===== config.mk =====
export PLATFORM = sky130hd
export DESIGN_NAME = chr420_front
export DESIGN_NICKNAME = d
export VERILOG_FILES = /design/src/hw/rtl/chr420_pkg.sv /design/src/hw/rtl/chr420_front.sv
export SDC_FILE = /design/constraint.sdc
export NUM_CORES = 1
export LEC_CHECK = 0
export BUFFER_PORTS_ARGS = -buffer_cell sky130_fd_sc_hd__buf_2
export CELL_PAD_IN_SITES_DETAIL_PLACEMENT = 1
export CELL_PAD_IN_SITES_GLOBAL_PLACEMENT = 1
export CORE_UTILIZATION = 30
export CTS_CLUSTER_DIAMETER = 80
export CTS_CLUSTER_SIZE = 12
export DETAILED_ROUTE_END_ITERATION = 12
export GPL_ROUTABILITY_DRIVEN = 0
export HOLD_SLACK_MARGIN = 0.12
export PLACE_DENSITY_LB_ADDON = 0.1
export SYNTH_ARGS = -nofsm -noshare
export SYNTH_HDL_FRONTEND = slang
export SYNTH_SLANG_ARGS = --single-unit

===== constraint.sdc =====
create_clock -name clk -period 15.43 [get_ports clk]
set_input_delay 3.086 -clock clk [delete_from_list [all_inputs] [get_ports clk]]
set_output_delay 3.086 -clock clk [all_outputs]
set_load 0.01 [all_outputs]

===== src/hw/rtl/chr420_pkg.sv =====
// ============================================================================
// chr420_pkg
// Shared types and constants of the bilinear 4:2:0 to 4:4:4 chroma upsampler.
// ============================================================================
`default_nettype none

package chr420_pkg;

    localparam int SAMPLE_BITS        = 12;
    localparam int MAX_WIDTH_DEFAULT  = 256;
    localparam int MAX_HEIGHT_DEFAULT = 256;
    localparam int CFG_BITS           = 9;
    localparam int COORD_BITS         = 7;
    localparam int PIXEL_BITS         = 8;
    localparam int FRAC_BITS          = 3;
    localparam int WEIGHT_BITS        = 6;
    localparam int PROD_BITS          = SAMPLE_BITS + WEIGHT_BITS;
    localparam int ACC_BITS           = PROD_BITS + 2;
    localparam int NUM_BANKS          = 4;
    localparam int QUEUE_DEPTH        = 2;

    localparam logic [CFG_BITS-1:0] FRAME_SIZE_RESET = 9'd256;
    localparam logic [CFG_BITS-1:0] FRAME_SIZE_MIN   = 9'd4;

    typedef enum logic {
        REG_FRAME_WIDTH  = 1'b0,
        REG_FRAME_HEIGHT = 1'b1
    } cfg_index_t;

    typedef enum logic {
        REQ_LOAD   = 1'b0,
        REQ_INTERP = 1'b1
    } req_type_t;

    typedef logic signed [SAMPLE_BITS-1:0] sample_t;
    typedef logic signed [WEIGHT_BITS-1:0] weight_t;

    localparam sample_t SAMPLE_MAX = {1'b0, {(SAMPLE_BITS-1){1'b1}}};
    localparam sample_t SAMPLE_MIN = {1'b1, {(SAMPLE_BITS-1){1'b0}}};

    typedef struct packed {
        req_type_t               req_type;
        logic [COORD_BITS-1:0]   sample_col;
        logic [COORD_BITS-1:0]   sample_row;
        sample_t                 cb_in;
        sample_t                 cr_in;
        logic [PIXEL_BITS-1:0]   pixel_x;
        logic [PIXEL_BITS-1:0]   pixel_y;
    } req_t;

    typedef struct packed {
        sample_t cb_out;
        sample_t cr_out;
        logic    saturated;
    } rsp_t;

    // Queue entry: a load carries its location and samples, an interpolate
    // carries the top-left neighbour and the four blend weights.
    typedef struct packed {
        logic                    is_load;
        logic [COORD_BITS-1:0]   col;
        logic [COORD_BITS-1:0]   row;
        sample_t                 cb;
        sample_t                 cr;
        weight_t [NUM_BANKS-1:0] wt;
    } cmd_t;

    typedef struct packed {
        logic empty;
        logic full;
    } queue_status_t;

endpackage

`default_nettype wire


===== src/hw/rtl/chr420_front.sv =====
// ============================================================================
// chr420_front
// Frame size registers, request intake and classification: loads are checked
// against storage, interpolates are mapped to a neighbour and four weights.
// ============================================================================
`default_nettype none

module chr420_front #(
    parameter int MAX_WIDTH  = chr420_pkg::MAX_WIDTH_DEFAULT,
    parameter int MAX_HEIGHT = chr420_pkg::MAX_HEIGHT_DEFAULT
) (
    input  wire logic                               clk,
    input  wire logic                               rst_n,
    input  wire logic                               cfg_write_en,
    input  wire chr420_pkg::cfg_index_t             cfg_index,
    input  wire logic [chr420_pkg::CFG_BITS-1:0]    cfg_data,
    input  wire logic                               req_valid,
    output logic                                    req_ready,
    input  wire chr420_pkg::req_t                   req_data,
    input  wire chr420_pkg::queue_status_t          queue_status,
    output logic                                    push,
    output chr420_pkg::cmd_t                        cmd
);

    localparam int PlaneCols = MAX_WIDTH / 2;
    localparam int PlaneRows = MAX_HEIGHT / 2;

    logic [chr420_pkg::CFG_BITS-1:0] frame_width_reg;
    logic [chr420_pkg::CFG_BITS-1:0] frame_height_reg;

    logic [chr420_pkg::CFG_BITS-1:0]   width_eff;
    logic [chr420_pkg::CFG_BITS-1:0]   height_eff;
    logic [chr420_pkg::COORD_BITS+chr420_pkg::FRAC_BITS-1:0] x_map;
    logic [chr420_pkg::COORD_BITS+chr420_pkg::FRAC_BITS-1:0] y_map;
    logic signed [3:0]                 wx [2];
    logic signed [3:0]                 wy [2];
    logic                              is_interp;
    logic                              load_in_range;

    function automatic logic [chr420_pkg::CFG_BITS-1:0] clamp_size(
        input logic [chr420_pkg::CFG_BITS-1:0] v,
        input int                              hi
    );
        if (v < chr420_pkg::FRAME_SIZE_MIN)
        begin
            return chr420_pkg::FRAME_SIZE_MIN;
        end
        if (int'(v) > hi)
        begin
            return chr420_pkg::CFG_BITS'(hi);
        end
        return v;
    endfunction

    // Clamp the pixel into the frame, halve it, pull the neighbour back so
    // that it and the next one stay inside the half plane; the fraction is
    // left over in half units (0 to 4 with odd frame sizes).
    function automatic logic [chr420_pkg::COORD_BITS+chr420_pkg::FRAC_BITS-1:0] axis_map(
        input logic [chr420_pkg::CFG_BITS-1:0]   size,
        input logic [chr420_pkg::PIXEL_BITS-1:0] p
    );
        logic [7:0]                           half;
        logic [8:0]                           lim;
        logic [7:0]                           q;
        logic [7:0]                           idx;
        logic [chr420_pkg::FRAC_BITS-1:0]     frac;
        half = size[8:1];
        lim  = size - 9'd1;
        q    = ({1'b0, p} > lim) ? lim[7:0] : p;
        idx  = {1'b0, q[7:1]};
        if ({1'b0, idx} + 9'd1 >= {1'b0, half})
        begin
            idx = half - 8'd2;
        end
        frac = chr420_pkg::FRAC_BITS'({1'b0, q} - {idx, 1'b0});
        return {idx[chr420_pkg::COORD_BITS-1:0], frac};
    endfunction

    always_ff @(posedge clk or negedge rst_n)
    begin
        if (!rst_n)
        begin
            frame_width_reg  <= chr420_pkg::FRAME_SIZE_RESET;
            frame_height_reg <= chr420_pkg::FRAME_SIZE_RESET;
        end
        else if (cfg_write_en)
        begin
            case (cfg_index)
                chr420_pkg::REG_FRAME_WIDTH:  frame_width_reg  <= cfg_data;
                chr420_pkg::REG_FRAME_HEIGHT: frame_height_reg <= cfg_data;
                default: ;
            endcase
        end
    end

    always_comb
    begin
        width_eff  = clamp_size(frame_width_reg, MAX_WIDTH);
        height_eff = clamp_size(frame_height_reg, MAX_HEIGHT);
        x_map      = axis_map(width_eff, req_data.pixel_x);
        y_map      = axis_map(height_eff, req_data.pixel_y);

        wx[1] = signed'({1'b0, x_map[chr420_pkg::FRAC_BITS-1:0]});
        wx[0] = 4'sd2 - wx[1];
        wy[1] = signed'({1'b0, y_map[chr420_pkg::FRAC_BITS-1:0]});
        wy[0] = 4'sd2 - wy[1];

        is_interp     = (req_data.req_type == chr420_pkg::REQ_INTERP);
        load_in_range = (int'(req_data.sample_col) < PlaneCols)
                     && (int'(req_data.sample_row) < PlaneRows);

        req_ready = !queue_status.full;
        // Drop loads that fall outside storage: accepted, never queued.
        push      = req_valid && req_ready && (is_interp || load_in_range);

        cmd.is_load = !is_interp;
        cmd.col     = is_interp ? x_map[chr420_pkg::FRAC_BITS +: chr420_pkg::COORD_BITS]
                                : req_data.sample_col;
        cmd.row     = is_interp ? y_map[chr420_pkg::FRAC_BITS +: chr420_pkg::COORD_BITS]
                                : req_data.sample_row;
        cmd.cb      = req_data.cb_in;
        cmd.cr      = req_data.cr_in;
        for (int p = 0; p < chr420_pkg::NUM_BANKS; p++)
        begin
            cmd.wt[p] = chr420_pkg::weight_t'(
                chr420_pkg::weight_t'(wy[p / 2]) * chr420_pkg::weight_t'(wx[p % 2]));
        end
    end

endmodule

`default_nettype wire


## Yosys cells after proc, flatten, opt, wreduce, memory -nomap -nowiden

Index checks and enable logic that the tools add are counted.

- Add/subtract/negate cells: 10
- Multiply operators: 4
- Order comparisons: 8
- Mux-type cells: 20
- Bitwise operators: 1
- Reduce and logical (&&, ||, !) cells: 5

Operator list:

| operator | count |
|---|---|
| $mux W9 | 8 |
| $mux W7 | 4 |
| $gt A8 B9 Y1 | 2 |
| $gt A9 B9 Y1 const B | 2 |
| $lt A9 B3 Y1 const B | 2 |
| $mul A4 B4 Y6 | 3 |
| $sub A9 B1 Y9 const B | 2 |
| $add A7 B1 Y8 const B | 2 |
| $ge A8 B8 Y1 | 2 |
| $mux W8 | 2 |
| $sub A7 B2 Y7 const B | 2 |
| $sub A2 B3 Y4 const A | 2 |
| $mul A3 B3 Y6 | 1 |
| $mux W1 | 6 |
| $sub A3 B3 Y3 | 2 |
| $reduce_and A2 Y1 | 2 |
| $logic_not A1 Y1 | 2 |
| $logic_and A1 B1 Y1 | 1 |
| $not A1 Y1 | 1 |

- Bits in registers: 18
- Input bits: 71
- Output and inout bits: 65
- Logic and storage cells: 50

## Longest topological paths before layout

- Word-level depth: 14
- Depth in mapped cells: 45
- Gate-level depth less buffers: 42

## Worst setup path after synthesis

Ideal clock, no wire load.

- Kind: input -> output
- Start: in req_data[9] (netlist name)
- End: out cmd[5] (netlist name)
- Arrival time: 10.377 ns
- Data required time: 12.344 ns
- Slack: 1.967 ns
- Stages on the path: 35
- Buffers on the path: 4
- Cells stage by stage: ha_1 > nor2b_1 > o21a_1 > o21ai_0 > a211o_1 > a21oi_2 > clkbuf_1 > nor2_1 > a21o_1 > nor4_1 > nand2_1 > xor2_1 > ha_1 > a2111oi_0 > a21oi_1 > clkbuf_1 > nand2_1 > o21ai_0 > ha_1 > clkbuf_1 > inv_1 > ha_1 > clkbuf_1 > or2_2 > fa_1 > fa_1 > fa_1 > inv_1 > ha_1 > inv_1 > fa_1 > xnor2_1 > xnor2_1 > xnor2_1 > xnor2_1

RTL lines:

| what | RTL line | text |
|---|---|---|
| from (decl) | chr420_front.sv:19 | `input wire chr420_pkg::req_t req_data,` |
| to (decl) | chr420_front.sv:22 | `output chr420_pkg::cmd_t cmd` |

==> results.json <==
{
  "status": "finished, final reports clean",
  "yosysSeqAreaShare": 0.107,
  "grt_first_pass_wirelength_um": 19500,
  "clock_path_buffers": 2,
  "tritoncts": "yes",
  "timing.critical_path.mode_cell": "ha_1",
  "fin_nets": 730,
  "synth_commonest_cells": "ha_1, nor2_1, inv_1",
  "drcViolationCount": 0,
  "syn_inst": 521,
  "dp_hpwl_um": 9980,
  "worstSetupPathType": "in -> out",
  "cts_resized": 0,
  "crit_buf_inv": 6,
  "required_ns": 12.34,
  "antenna_found_initial": 0,
  "diodes": 0,
  "die_w_um": 121,
  "skew_ns": 0,
  "syn_area_um2": 4240,
  "min_path_type": "reg -> reg",
  "worst_setup_path_start_kind": "input pin",
  "io_pins": 136,
  "initial_utilization": 0.307,
  "async_flop_share": 1.00,
  "synth-main-ff-cell": "dfrtp_1",
  "cpPeakStageDelay_ns": 0.58,
  "timing.fmax_ghz": 0.0695,
  "drive_above_1_share": 0.250,
  "grt_usage": 0.164,
  "drtIter0Drc": 64,
  "ant_nets": 0,
  "clock_sinks": 18,
  "finalCritPeriodShare": 0.933,
  "overflow": 0,
  "crit_arrival_ns": 11.30,
  "yosys.area.top_type_share": 0.210,
  "yosys.area.top_type": "ha_1",
  "hold_viol_final": 0,
  "fin_cells": 753,
  "worst_pin_slew_ns": 0.931,
  "finish.instance_area_um2": 4740,
  "syn_to_final_growth_pct": 11.8,
  "placed_cell_area_um2": 4640,
  "routed_wl_um": 11700,
  "synth_edf_count": 0,
  "core-area_um2": 13800,
  "die_h_um": 121,
  "syn_nets": 677,
  "syn_area_per_cell_um2": 8.14,
  "min_period_ns": 14.39,
  "grt_max_degree": 22,
  "path_max_fanout": 15,
  "drtPass1Iterations": 4,
  "viasPerCell": 4.88,
  "synth.most_common_cell": "ha_1",
  "num_vias": 3673,
  "first_global_vias": 3882,
  "dp_cells": 747,
  "end_kind": "output pin",
  "cts_made_buffers": 3,
  "drv_cap": 0,
  "finalHoldWorstSlack_ns": 0.556,
  "tns_ns": 0,
  "synth_warnings": 0,
  "wl_per_cell_um": 15.5,
  "row_count": 43,
  "dieArea_um2": 14600,
  "synth_seq_cells": 18,
  "grt_setup_unrepaired": "no",
  "synth.area.top_cells": "ha_1, dfrtp_1, mux2_2",
  "place.port_buffers": 86,
  "fillCellCount": 1683,
  "htree_levels": 1,
  "slew_violations": 0,
  "synth.distinct_cells": 63,
  "slew_headroom": 0.372,
  "clock_latency_ns": 0.24,
  "setup_viol_count_final": 0,
  "path_clk_slew_ns": 0.05,
  "critPathSlowestCell": "a21oi_2",
  "cp_top_family": "adder cells",
  "cts-root-buf": "clkbuf_16"
}
-- per-stage QoR --
step / worst slack, ns / util
after CTS: 0.442 / 0.342
after global placement: 0.527 / 0.335
after floorplan: 1.97 / -
after global routing: 0.491 / 0.343
final: 1.04 / 0.343
after detailed placement: 0.523 / 0.335
-- cells in the final DEF (no fill, tap or decap), types with 2 or more instances in the layout --
| cell | n |
|---|---|
| buf_2 | 86 |
| ha_1 | 71 |
| nor2_1 | 58 |
| inv_1 | 44 |
| nand2_1 | 40 |
| xnor2_1 | 30 |
| a21oi_1 | 28 |
| mux2_2 | 27 |
| o21ai_0 | 23 |
| dfrtp_1 | 16 |
| fa_1 | 14 |
| xor2_1 | 12 |
| nor3_1 | 9 |
| a21o_1 | 9 |
| nor2b_1 | 8 |
| nand3_1 | 7 |
| or2_2 | 7 |
| or3_1 | 7 |
| mux2i_1 | 6 |
| o21a_1 | 5 |
| a211oi_1 | 5 |
| buf_4 | 5 |
| nand2b_1 | 4 |
| and2_1 | 3 |
| nor4_1 | 3 |
| clkbuf_16 | 3 |
| or4_1 | 2 |
| clkinv_1 | 2 |
| xnor3_1 | 2 |
| a311oi_1 | 2 |
| a31oi_1 | 2 |
| a21boi_0 | 2 |
| o211ai_1 | 2 |
| dfstp_2 | 2 |
-- worst paths after layout --
path / cells after the start / endpoint / slack (ns) / startpoint
setup / recovery: 34 / cmd[5] / 1.04 / req_data[9]
hold / removal: 1 / frame_height_reg[2] / 0.56 / frame_height_reg[2]
setup reg to reg: 2 / frame_width_reg[8] / 14.19 / frame_width_reg[8]
hold reg to reg: 1 / frame_height_reg[2] / 0.56 / frame_height_reg[2]
max in group asynchronous: 1 / frame_height_reg[8] / 12.35 / rst_n
min in group asynchronous: 1 / frame_height_reg[7] / 2.76 / rst_n
-- cell families after synthesis --
family | count (synthesis) | synth area share
buffers and inverters | 89 | 0.107
and+or+nand+nor | 158 | 0.176
AOI/OAI and AO/OA | 92 | 0.141
muxes | 34 | 0.0891
DFF | 18 | 0.107
adders and majority gates | 85 | 0.276
xor gates and xnor gates | 45 | 0.104
-- routing by layer --
| layer | share of wire | vias up | GRT usage | routed length [um] |
|---|---|---|---|---|
| li1 | - | 1853 | - | - |
| met3 | 0.021 | 4 | 0.00611 | 244 |
| met1 | 0.48 | 1752 | 0.218 | 5590 |
| met5 | 0 | - | 0 | 0 |
| met4 | 0.0012 | 0 | 0.0116 | 14 |
| met2 | 0.50 | 64 | 0.305 | 5840 |
-- final cells by class --
type / instances / area [um2] / area share
Clock buffer: 4 / 88.8 / 0.0187
Inverter: 46 / 173 / 0.0364
Multi-Input combinational cell: 414 / 3330 / 0.703
Sequential cell: 18 / 453 / 0.0955
Tap cell: 180 / 225 / 0.0475
Timing Repair Buffer: 91 / 468 / 0.0987
-- timing repair --
action                     4_1_cts  5_1_grt
hold buffers                     0        0
setup endpoints to repair        0        1
hold endpoints to repair         0        0
buffers inserted                 0        2
Power is left out: the tool's default activity adds up to more than one toggle a clock period on the data nets, which glitch-free logic cannot reach.
