**config.mk**
```make
export PLATFORM = sky130hd
export DESIGN_NAME = chr420_queue
export DESIGN_NICKNAME = d
export VERILOG_FILES = /design/src/hw/rtl/chr420_pkg.sv /design/src/hw/rtl/chr420_queue.sv
export SDC_FILE = /design/constraint.sdc
export NUM_CORES = 1
export LEC_CHECK = 0
export BUFFER_PORTS_ARGS = -buffer_cell sky130_fd_sc_hd__buf_2
export CORE_MARGIN = 5
export CORE_UTILIZATION = 40
export CTS_BUF_LIST = sky130_fd_sc_hd__clkbuf_16
export CTS_CLUSTER_DIAMETER = 150
export CTS_CLUSTER_SIZE = 16
export DETAILED_ROUTE_END_ITERATION = 6
export GPL_ROUTABILITY_DRIVEN = 0
export PLACE_DENSITY = 0.59
export SLEW_MARGIN = 30
export SYNTH_ARGS = -nofsm -noshare
export SYNTH_HDL_FRONTEND = slang
export SYNTH_SLANG_ARGS = --single-unit
```
**constraint.sdc**
```tcl
create_clock -name clk -period 4.45 [get_ports clk]
set_input_delay 0.89 -clock clk [delete_from_list [all_inputs] [get_ports clk]]
set_output_delay 0.89 -clock clk [all_outputs]
set_load 0.01 [all_outputs]
```
**src/hw/rtl/chr420_pkg.sv**
```systemverilog
// ============================================================================
// chr420_pkg
// Shared types and constants of the bilinear 4:2:0 to 4:4:4 chroma upsampler.
// ============================================================================
`default_nettype none

package chr420_pkg;

    localparam int SAMPLE_BITS        = 12;
    localparam int MAX_WIDTH_DEFAULT  = 256;
    localparam int MAX_HEIGHT_DEFAULT = 256;
    localparam int CFG_BITS           = 9;
    localparam int COORD_BITS         = 7;
    localparam int PIXEL_BITS         = 8;
    localparam int FRAC_BITS          = 3;
    localparam int WEIGHT_BITS        = 6;
    localparam int PROD_BITS          = SAMPLE_BITS + WEIGHT_BITS;
    localparam int ACC_BITS           = PROD_BITS + 2;
    localparam int NUM_BANKS          = 4;
    localparam int QUEUE_DEPTH        = 2;

    localparam logic [CFG_BITS-1:0] FRAME_SIZE_RESET = 9'd256;
    localparam logic [CFG_BITS-1:0] FRAME_SIZE_MIN   = 9'd4;

    typedef enum logic {
        REG_FRAME_WIDTH  = 1'b0,
        REG_FRAME_HEIGHT = 1'b1
    } cfg_index_t;

    typedef enum logic {
        REQ_LOAD   = 1'b0,
        REQ_INTERP = 1'b1
    } req_type_t;

    typedef logic signed [SAMPLE_BITS-1:0] sample_t;
    typedef logic signed [WEIGHT_BITS-1:0] weight_t;

    localparam sample_t SAMPLE_MAX = {1'b0, {(SAMPLE_BITS-1){1'b1}}};
    localparam sample_t SAMPLE_MIN = {1'b1, {(SAMPLE_BITS-1){1'b0}}};

    typedef struct packed {
        req_type_t               req_type;
        logic [COORD_BITS-1:0]   sample_col;
        logic [COORD_BITS-1:0]   sample_row;
        sample_t                 cb_in;
        sample_t                 cr_in;
        logic [PIXEL_BITS-1:0]   pixel_x;
        logic [PIXEL_BITS-1:0]   pixel_y;
    } req_t;

    typedef struct packed {
        sample_t cb_out;
        sample_t cr_out;
        logic    saturated;
    } rsp_t;

    // Queue entry: a load carries its location and samples, an interpolate
    // carries the top-left neighbour and the four blend weights.
    typedef struct packed {
        logic                    is_load;
        logic [COORD_BITS-1:0]   col;
        logic [COORD_BITS-1:0]   row;
        sample_t                 cb;
        sample_t                 cr;
        weight_t [NUM_BANKS-1:0] wt;
    } cmd_t;

    typedef struct packed {
        logic empty;
        logic full;
    } queue_status_t;

endpackage

`default_nettype wire

```
**src/hw/rtl/chr420_queue.sv**
```systemverilog
// ============================================================================
// chr420_queue
// Short command queue between the front and the back end.
// ============================================================================
`default_nettype none

module chr420_queue (
    input  wire logic                      clk,
    input  wire logic                      rst_n,
    input  wire logic                      push,
    input  wire chr420_pkg::cmd_t          cmd_in,
    input  wire logic                      pop,
    output chr420_pkg::cmd_t               cmd_out,
    output chr420_pkg::queue_status_t      status
);

    localparam int PtrBits = chr420_pkg::QUEUE_DEPTH > 1 ? $clog2(chr420_pkg::QUEUE_DEPTH) : 1;
    localparam int CntBits = $clog2(chr420_pkg::QUEUE_DEPTH + 1);

    chr420_pkg::cmd_t   entry_reg [chr420_pkg::QUEUE_DEPTH];
    logic [PtrBits-1:0] wr_ptr_reg;
    logic [PtrBits-1:0] rd_ptr_reg;
    logic [CntBits-1:0] count_reg;
    logic [PtrBits-1:0] wr_ptr_next;
    logic [PtrBits-1:0] rd_ptr_next;
    logic [CntBits-1:0] count_next;

    always_comb
    begin
        wr_ptr_next = wr_ptr_reg;
        rd_ptr_next = rd_ptr_reg;
        count_next  = count_reg;
        if (push)
        begin
            wr_ptr_next = (wr_ptr_reg == PtrBits'(chr420_pkg::QUEUE_DEPTH - 1))
                        ? '0 : wr_ptr_reg + PtrBits'(1);
        end
        if (pop)
        begin
            rd_ptr_next = (rd_ptr_reg == PtrBits'(chr420_pkg::QUEUE_DEPTH - 1))
                        ? '0 : rd_ptr_reg + PtrBits'(1);
        end
        if (push && !pop)
        begin
            count_next = count_reg + CntBits'(1);
        end
        else if (pop && !push)
        begin
            count_next = count_reg - CntBits'(1);
        end
    end

    always_ff @(posedge clk or negedge rst_n)
    begin
        if (!rst_n)
        begin
            wr_ptr_reg <= '0;
            rd_ptr_reg <= '0;
            count_reg  <= '0;
        end
        else
        begin
            wr_ptr_reg <= wr_ptr_next;
            rd_ptr_reg <= rd_ptr_next;
            count_reg  <= count_next;
        end
    end

    always_ff @(posedge clk)
    begin
        if (push)
        begin
            entry_reg[wr_ptr_reg] <= cmd_in;
        end
    end

    assign cmd_out = entry_reg[rd_ptr_reg];
    assign status  = '{empty: (count_reg == '0),
                       full:  (count_reg == CntBits'(chr420_pkg::QUEUE_DEPTH))};

endmodule

`default_nettype wire

```
Word-level counts from Yosys, hierarchy flattened
Memories as Yosys holds them, arrays and structs flattened.
Index checks and enable logic that the tools add are counted.
{ "op_classes": {"n_addsub": 4, "multipliers": 0, "div_mod_pow": 0, "n_lt_le_gt_ge": 0, "eq_ne": 1, "n_shift": 0, "muxes": 6, "bitwise": 0, "reduce_logical": 6} }
{ "ops": {"columns": ["operator", "n"], "rows": [
  ["$mux W1", 4],
  ["$mux W2", 2],
  ["$add A1 B1 Y1 const B", 2],
  ["$add A2 B1 Y2 const B", 1],
  ["$eq A2 B2 Y1 const B", 1],
  ["$logic_and A1 B1 Y1", 2],
  ["$logic_not A1 Y1", 2],
  ["$logic_not A2 Y1", 1],
  ["$reduce_bool A2 Y1", 1],
  ["$sub A2 B1 Y2 const B", 1]
]} }
{ "word_totals": {"reg_bits": 4, "latchBits": 0, "ramBits": 126, "mem_bits_ro": 0, "input_bits": 67, "output_inout_bits": 65, "wordCells": 21, "mem_count": 1} }
{ "memory_table": {"columns": ["name", "words", "word_bits", "read_ports", "rd_clocked_by_memory_dff", "write_ports", "line_no", "source"], "rows": [
  ["entry_reg", 2, 63, 1, 0, 1, "chr420_queue.sv:20", "chr420_pkg::cmd_t entry_reg [chr420_pkg::QUEUE_DEPTH];"]
]} }

Depth between registers and ports, before layout
Gate-level depths: netlist of run 1.
{ "logic_depth": {"depth_word": 4, "mapped_depth": 5} }

Least setup slack after synthesis of run 1
OpenSTA, ideal clock, no wires.
{ "synth_path": {"path_type": "input -> register", "from": "input push", "to": "memory entry_reg[0][0] in the netlist's numbering (enable)", "setup_ps": 492, "arrival_time_ps": 3662, "required_ps": 3958, "setup_slack_ps": 296, "cell_stages": 1, "path_buffers": 0, "cell_sequence": "nor2b_1"} }
{ "synth_between": {"elab_chain_cells": 2} }
{ "synth_rtl": {"columns": ["item", "line_no", "source"], "rows": [
  ["start, declared", "chr420_queue.sv:10", "input wire logic push,"],
  ["$mux W1", "chr420_queue.sv:71", "if (push)"],
  ["$mux W1 (not written as such)", "chr420_queue.sv:73", "entry_reg[wr_ptr_reg] <= cmd_in;"],
  ["end, declared", "chr420_queue.sv:20", null]
]} }
No other way between the ends.

==> impl_metrics.csv, run 1 <==
group,metric,value,unit
cts,cts_tree,"yes",
cells_and_area,num_antenna_cells,0,
worst_setup_path,crit_fanout,38,
synthesis,syn_inst,212,
worst_setup_path,max_stage_delay,740,ps
placement,dp.final_hpwl,5.734,mm
worst_setup_path,crit_path_end_kind,"output pin",
grt,grt_pass1_vias,2549,
synthesis,synth_area_leaders,"edfxtp_1 (75%), mux2_4 (18%), buf_12 (2.4%)",
placement,dp_slack,1930,ps
cts,clock-sinks,130,
cells_and_area,final_net_count,425,
worst_setup_path,cp_data_required_time,3560,ps
worst_setup_path,cp.arrival,2030,ps
synthesis,ys_top_cells_by_count,"edfxtp_1 (126), mux2_4 (59), buf_12 (6)",
synthesis,synth-async-reset-ratio,0.03077,
die,num_rows,41,
cts,clock-root-buffer,"clkbuf_16",
worst_setup_path,rr_startpoint,"wr_ptr_reg$_DFFE_PN0P_",
synthesis,synth_ff_type,"edfxtp_1",
cells_and_area,stdcell_count,535,
grt,grt_max_degree,64,
cts,clock_tree.buffer_depth,2,
worst_setup_path,cpMaxStageDelayCell,"dfrtp_4",
worst_setup_path,crit_path_start,"rd_ptr_reg$_DFFE_PN0P_",
synthesis,netlist_area,5032,sq um
timing,finalMaxSlewViolations,0,
timing,tns,0,ps
grt,overflow,0,
routing,ant_nets,0,
die,fp.dieW,122.2,um
timing,min_period,2918,ps
cells_and_area,area_delta_synth_final,24.84,%
cts,cts_resized,0,
worst_setup_path,r2r_end,"entry_reg[0][38]$_DFFE_PP_",
cts,post_cts_buffers,0,
timing,finalHoldViolCount,0,
worst_setup_path,path_class,"reg2out",
timing,fin_worst_skew,4.555,ps
placement,dp_cells,510,
routing,drc,0,
timing,fin_crit_sh,0.6557,
synthesis,synth_most_common_cell,"edfxtp_1",
timing,fmax,0.3427,GHz
synthesis,yosysTopAreaCell,"edfxtp_1",
timing,rsz0062_at_grt,"no",
cells_and_area,drive_gt1_frac,0.5978,
synthesis,synth-edff-count,126,
worst_setup_path,cp-start-kind,"flip-flop",
routing,wirelength,8.547,mm
die,die-area,14920,sq um
worst_setup_path,rr_worst_depth,2,
cts,cts.htree.levels,4,
synthesis,synth_top_area_share,0.7519,
cts,clkTransAtPathRegs,50,ps
cts,cts_hold_buffers,0,
routing,via_count,2397,
routing,avgViaCountPerCell,4.480,
power,ir_drop,0.0003275,V
power,p_leak,0.002551,uW
placement,numPortBuffers,131,
synthesis,yosysSeqAreaShare,0.7718,
grt,grt_antenna_before_repair,1,
timing,slew_headroom,0.4291,
synthesis,ys_ff_latch,130,
synthesis,syn_area_per_cell,23.74,sq um
timing,tightest_slew,856.3,ps
cts,cts_buffers,17,
worst_setup_path,critical_path.cell_chain,"buf_12 > mux2_4 > buf_2",
grt,grt_util_all_layers,0.1196,
routing,routedWlPerCell,15.98,um
power,p_per_area,639.3,nW/um^2
die,io_pins,132,
routing,first_pass_iters,4,
synthesis,postSynthNetCount,280,
grt,grt_pass1_wl,12.80,mm
cells_and_area,largest_register_ffs,126,
die,die_y,122.2,um
flow_run,maxCapViolCount,0,
routing,drt_iter0_drc,148,
status,status,"finished, final reports clean",
synthesis,yosysWarningCount,0,
die,core_area,12470,sq um
worst_hold_path,hold_class,"in2async",
worst_setup_path,rrSetupSlack,2860,ps
timing,setup_violations,0,
cts,clock_latency,400,ps
die,start_util,0.4037,
timing,fin_ws,1532,ps
synthesis,ys_types,13,
==> layout by cell type (no fill, tap or decap) <==
cell type,instances
and2_4,1
buf_12,2
buf_2,131
clkbuf_16,17
clkinv_1,4
clkinv_2,1
dfrtp_1,3
dfrtp_4,1
edfxtp_1,126
ha_1,1
inv_1,4
mux2_2,4
mux2_4,59
nor2_1,2
nor2b_1,1
nor2b_4,1
xnor2_1,1
xor2_1,4
==> worst max path at each step <==
stage,to,depth (start not counted)
2_1_floorplan,entry_reg[0][0]$_DFFE_PP_,1
5_1_grt,cmd_out[9],3
3_3_place_gp,cmd_out[15],3
3_5_place_dp,cmd_out[9],3
6_report,cmd_out[9],3
4_1_cts,cmd_out[9],3
==> metal layers <==
layer | vias to the layer above | track usage | share of wire
met1 | 1161 | 0.1346 | 0.39
met3 | 20 | 0.05617 | 0.089
met2 | 93 | 0.1899 | 0.50
met4 | 2 | 0.06298 | 0.026
met5 | - | 0 | 0.00082
li1 | 1121 | - | -
==> critical path: cells and delay by family (launching register included) <==
kind / cells / cell delay, ps
DFF: 1 / 740
muxes: 1 / 340
buffers and inverters: 2 / 480
==> report_power, final <==
part / leakage (uW) / switching, uW / internal, uW
Clock: 0.000236 / 424 / 669
Sequential: 0.00123 / 132 / 1630
Combinational: 0.00109 / 529 / 629
==> stage by stage <==
| stage | hold slack [ps] | area, sq um | power (uW) | util |
|---|---|---|---|---|
| final | 285.1 | 6282 | 4016 | 0.5040 |
| after global routing | 271.3 | 6282 | 4221 | 0.5040 |
| after CTS | 266.0 | 6282 | 4097 | 0.5040 |
| after detailed placement | 490.1 | 5826 | 2986 | 0.4673 |
| after global placement | 488.8 | 5826 | 2970 | 0.4673 |
| after floorplan | 455.5 | 5032 | 2677 | - |
==> cells by family after synthesis <==
kind of cell             after synthesis  synth area share
XOR/XNOR                               5          0.008702
adder cells (fa/ha/maj)                1          0.002486
buffers and inverters                  8           0.02685
flip-flops                           130            0.7718
multiplexers                          63            0.1850
AND/OR/NAND/NOR                        5          0.005222
==> area by class of cell <==
type                            instances  area [sq um]
Inverter                                1         3.754
Clock buffer                           17         425.4
Clock inverter                          8         31.28
Fill cell                            1070          6183
Tap cell                              172         215.2
Multi-Input combinational cell         74          1023
Sequential cell                       130          3887
Timing Repair Buffer                  133         695.7
No activity file was read; power rests on OpenSTA's default activity.
==> run 2, diff against run 1 <==
--- a/config.mk
+++ b/config.mk
@@ -5,6 +5,7 @@
 export SDC_FILE = /design/constraint.sdc
 export NUM_CORES = 1
 export LEC_CHECK = 0
+export ABC_AREA = 1
 export BUFFER_PORTS_ARGS = -buffer_cell sky130_fd_sc_hd__buf_2
 export CORE_MARGIN = 5
 export CORE_UTILIZATION = 40
==> constraint.sdc (replaced) <==
create_clock -name clk -period 2.9 [get_ports clk]
set_input_delay 0.58 -clock clk [delete_from_list [all_inputs] [get_ports clk]]
set_output_delay 0.58 -clock clk [all_outputs]
set_load 0.01 [all_outputs]
==> impl_metrics.csv, run 2 <==
group,metric,value,unit
status,status,"finished, final reports clean",
worst_setup_path,cp.buffers_inverters,2,
grt,grt_max_degree,36,
timing,slew_headroom,0.6283,
die,die-area,14980,sq um
power,clockPowerShare,0.297,
power,p_sw,1715,uW
timing,setup_violations,0,
power,ir_drop,0.0004594,V
cts,cts_buffers,17,
synthesis,syn_area_per_cell,22.86,sq um
synthesis,synth_most_common_cell,"edfxtp_1",
worst_setup_path,critical_path.cell_chain,"buf_12 > mux2_4 > buf_2",
synthesis,ys_types,14,
cells_and_area,area_delta_synth_final,26.65,%
grt,grt_pass1_wl,13.11,mm
cts,cts.htree.levels,4,
timing,rsz0062_at_grt,"no",
worst_setup_path,rr_worst_depth,3,
worst_hold_path,hold_class,"in2reg",
timing,fin_crit_sh,0.9055,
synthesis,yosysWarningCount,0,
synthesis,syn_inst,221,
synthesis,yosysTopAreaCell,"edfxtp_1",
cts,clock_latency,400,ps
routing,ant_nets,0,
cells_and_area,stdcell_count,554,
die,io_pins,132,
die,core_area,12520,sq um
routing,wirelength,8.543,mm
power,p_per_area,1001,nW/um^2
routing,drc,0,
synthesis,synth_ff_type,"edfxtp_1",
synthesis,ys_ff_latch,130,
synthesis,synth_area_leaders,"edfxtp_1 (75%), mux2_4 (18%), buf_12 (2.4%)",
cts,post_cts_buffers,0,
cells_and_area,layout_common_cells,"buf_2 (131), edfxtp_1 (126), mux2_4 (59)",
timing,finalMaxSlewViolations,0,
synthesis,synth_top_area_share,0.7489,
cts,cts_resized,0,
power,p_leak,0.002645,uW
timing,tightest_slew,557.5,ps
power,switching_share,0.2677,
timing,fin_ws,274.0,ps
placement,dp.final_hpwl,5.795,mm
routing,routedWlPerCell,15.42,um
cells_and_area,num_antenna_cells,0,
cts,cts_tree,"yes",
cts,clock-root-buffer,"clkbuf_16",
worst_setup_path,crit_fanout,35,
placement,dp_cells,522,
timing,fin_worst_skew,9.277,ps
placement,numPortBuffers,131,
routing,via_count,2433,
worst_setup_path,cp.arrival,2050,ps
die,start_util,0.4036,
cells_and_area,final_net_count,438,
cts,clock-sinks,130,
grt,grt_util_all_layers,0.1201,
worst_setup_path,critPathTopFamily,"flip-flops",
worst_setup_path,crit_path_end_kind,"output pin",
synthesis,yosysSeqAreaShare,0.7687,
timing,fmax,0.3808,GHz
routing,drt_iter0_drc,81,
worst_hold_path,hold_depth,1,
synthesis,synth-async-reset-ratio,0.03077,
worst_setup_path,path_class,"reg2out",
synthesis,ys_top_cells_by_count,"edfxtp_1 (126), mux2_4 (59), inv_1 (7)",
synthesis,netlist_area,5052,sq um
cts,clkTransAtPathRegs,50,ps
worst_setup_path,cp-start-kind,"flip-flop",
grt,overflow,0,
worst_setup_path,path_depth,3,
timing,min_period,2626,ps
routing,avgViaCountPerCell,4.392,
cells_and_area,nFillCells,1065,
grt,grt_antenna_before_repair,1,
worst_setup_path,cpMaxStageDelayCell,"dfrtp_4",
cells_and_area,layout_commonest_cell,"buf_2",
die,die_y,122.4,um
synthesis,synth-edff-count,126,
cts,clock_tree.buffer_depth,2,
power,pwr-share-comb,0.280,
grt,grt_pass1_vias,2567,
worst_setup_path,max_stage_delay,790,ps
timing,finalHoldViolCount,0,
routing,first_pass_iters,4,
power,finalPower,6406,uW
power,power.internal,4691,uW
worst_setup_path,cp_data_required_time,2320,ps
cells_and_area,largest_register_ffs,126,
timing,tns,0,ps
die,num_rows,41,
cells_and_area,drive_gt1_frac,0.5890,
synthesis,postSynthNetCount,289,
power,pwr-share-seq,0.423,
flow_run,maxCapViolCount,0,
placement,dp_slack,658.3,ps
die,fp.dieW,122.4,um
cts,cts_hold_buffers,1,
run 2: power by group through the flow:
stage	registers (uW)	clock network [uW]	logic (uW)
after floorplan	2620	0	1480
after global placement	2740	0	1820
after detailed placement	2760	0	1830
after CTS	2720	1960	1840
after global routing	2750	2040	1930
final	2710	1900	1790
run 2: cell type report:
| type | count | area, sq um | share of cell area |
|---|---|---|---|
| sequential | 130 | 3887 | 0.6075 |
| multi-input combinational | 77 | 1018 | 0.1592 |
| timing repair buffer | 137 | 715.7 | 0.1118 |
| clock buffer | 17 | 425.4 | 0.06648 |
| tap | 172 | 215.2 | 0.03363 |
| clock inverter | 14 | 110.1 | 0.01721 |
| inverter | 7 | 26.28 | 0.004106 |
run 2: final timing paths:
check / start / end / slack [ps]
setup / recovery: rd_ptr_reg$_DFFE_PN0P_ / cmd_out[23] / 270
hold reg to reg: count_reg[1]$_DFFE_PN0P_ / count_reg[1]$_DFFE_PN0P_ / 500
min in group asynchronous: rst_n / count_reg[0]$_DFFE_PN0P_ / 500
max in group asynchronous: rst_n / rd_ptr_reg$_DFFE_PN0P_ / 2260
hold / removal: cmd_in[39] / entry_reg[1][39]$_DFFE_PP_ / 360
setup reg to reg: wr_ptr_reg$_DFFE_PN0P_ / entry_reg[1][54]$_DFFE_PP_ / 1570
run 2: stage by stage:
stage	utilization	instance area, sq um	hold slack, ps
6_report	0.5112	6399	362.6
3_3_place_gp	0.4676	5853	396.5
5_1_grt	0.5112	6399	337.6
3_5_place_dp	0.4676	5853	396.9
2_1_floorplan	-	5055	284.4
4_1_cts	0.5112	6399	338.8
run 2: per-layer routing:
layer,track usage,vias to the layer above,wire length [um]
met5,0,-,20
met3,0.05991,13,785
met2,0.1858,87,4137
met1,0.1372,1177,3472
li1,-,1154,-
met4,0.06298,2,127
run 2: cell families (layout without fill, tap and decap cells):
family,after synthesis,count (layout),share of synthesized area
mux,63,63,0.1842
fa+ha+maj,1,1,0.002476
flops,130,130,0.7687
simple gates,10,10,0.008172
buf+inv,14,175,0.03121
xor+xnor,3,3,0.005202
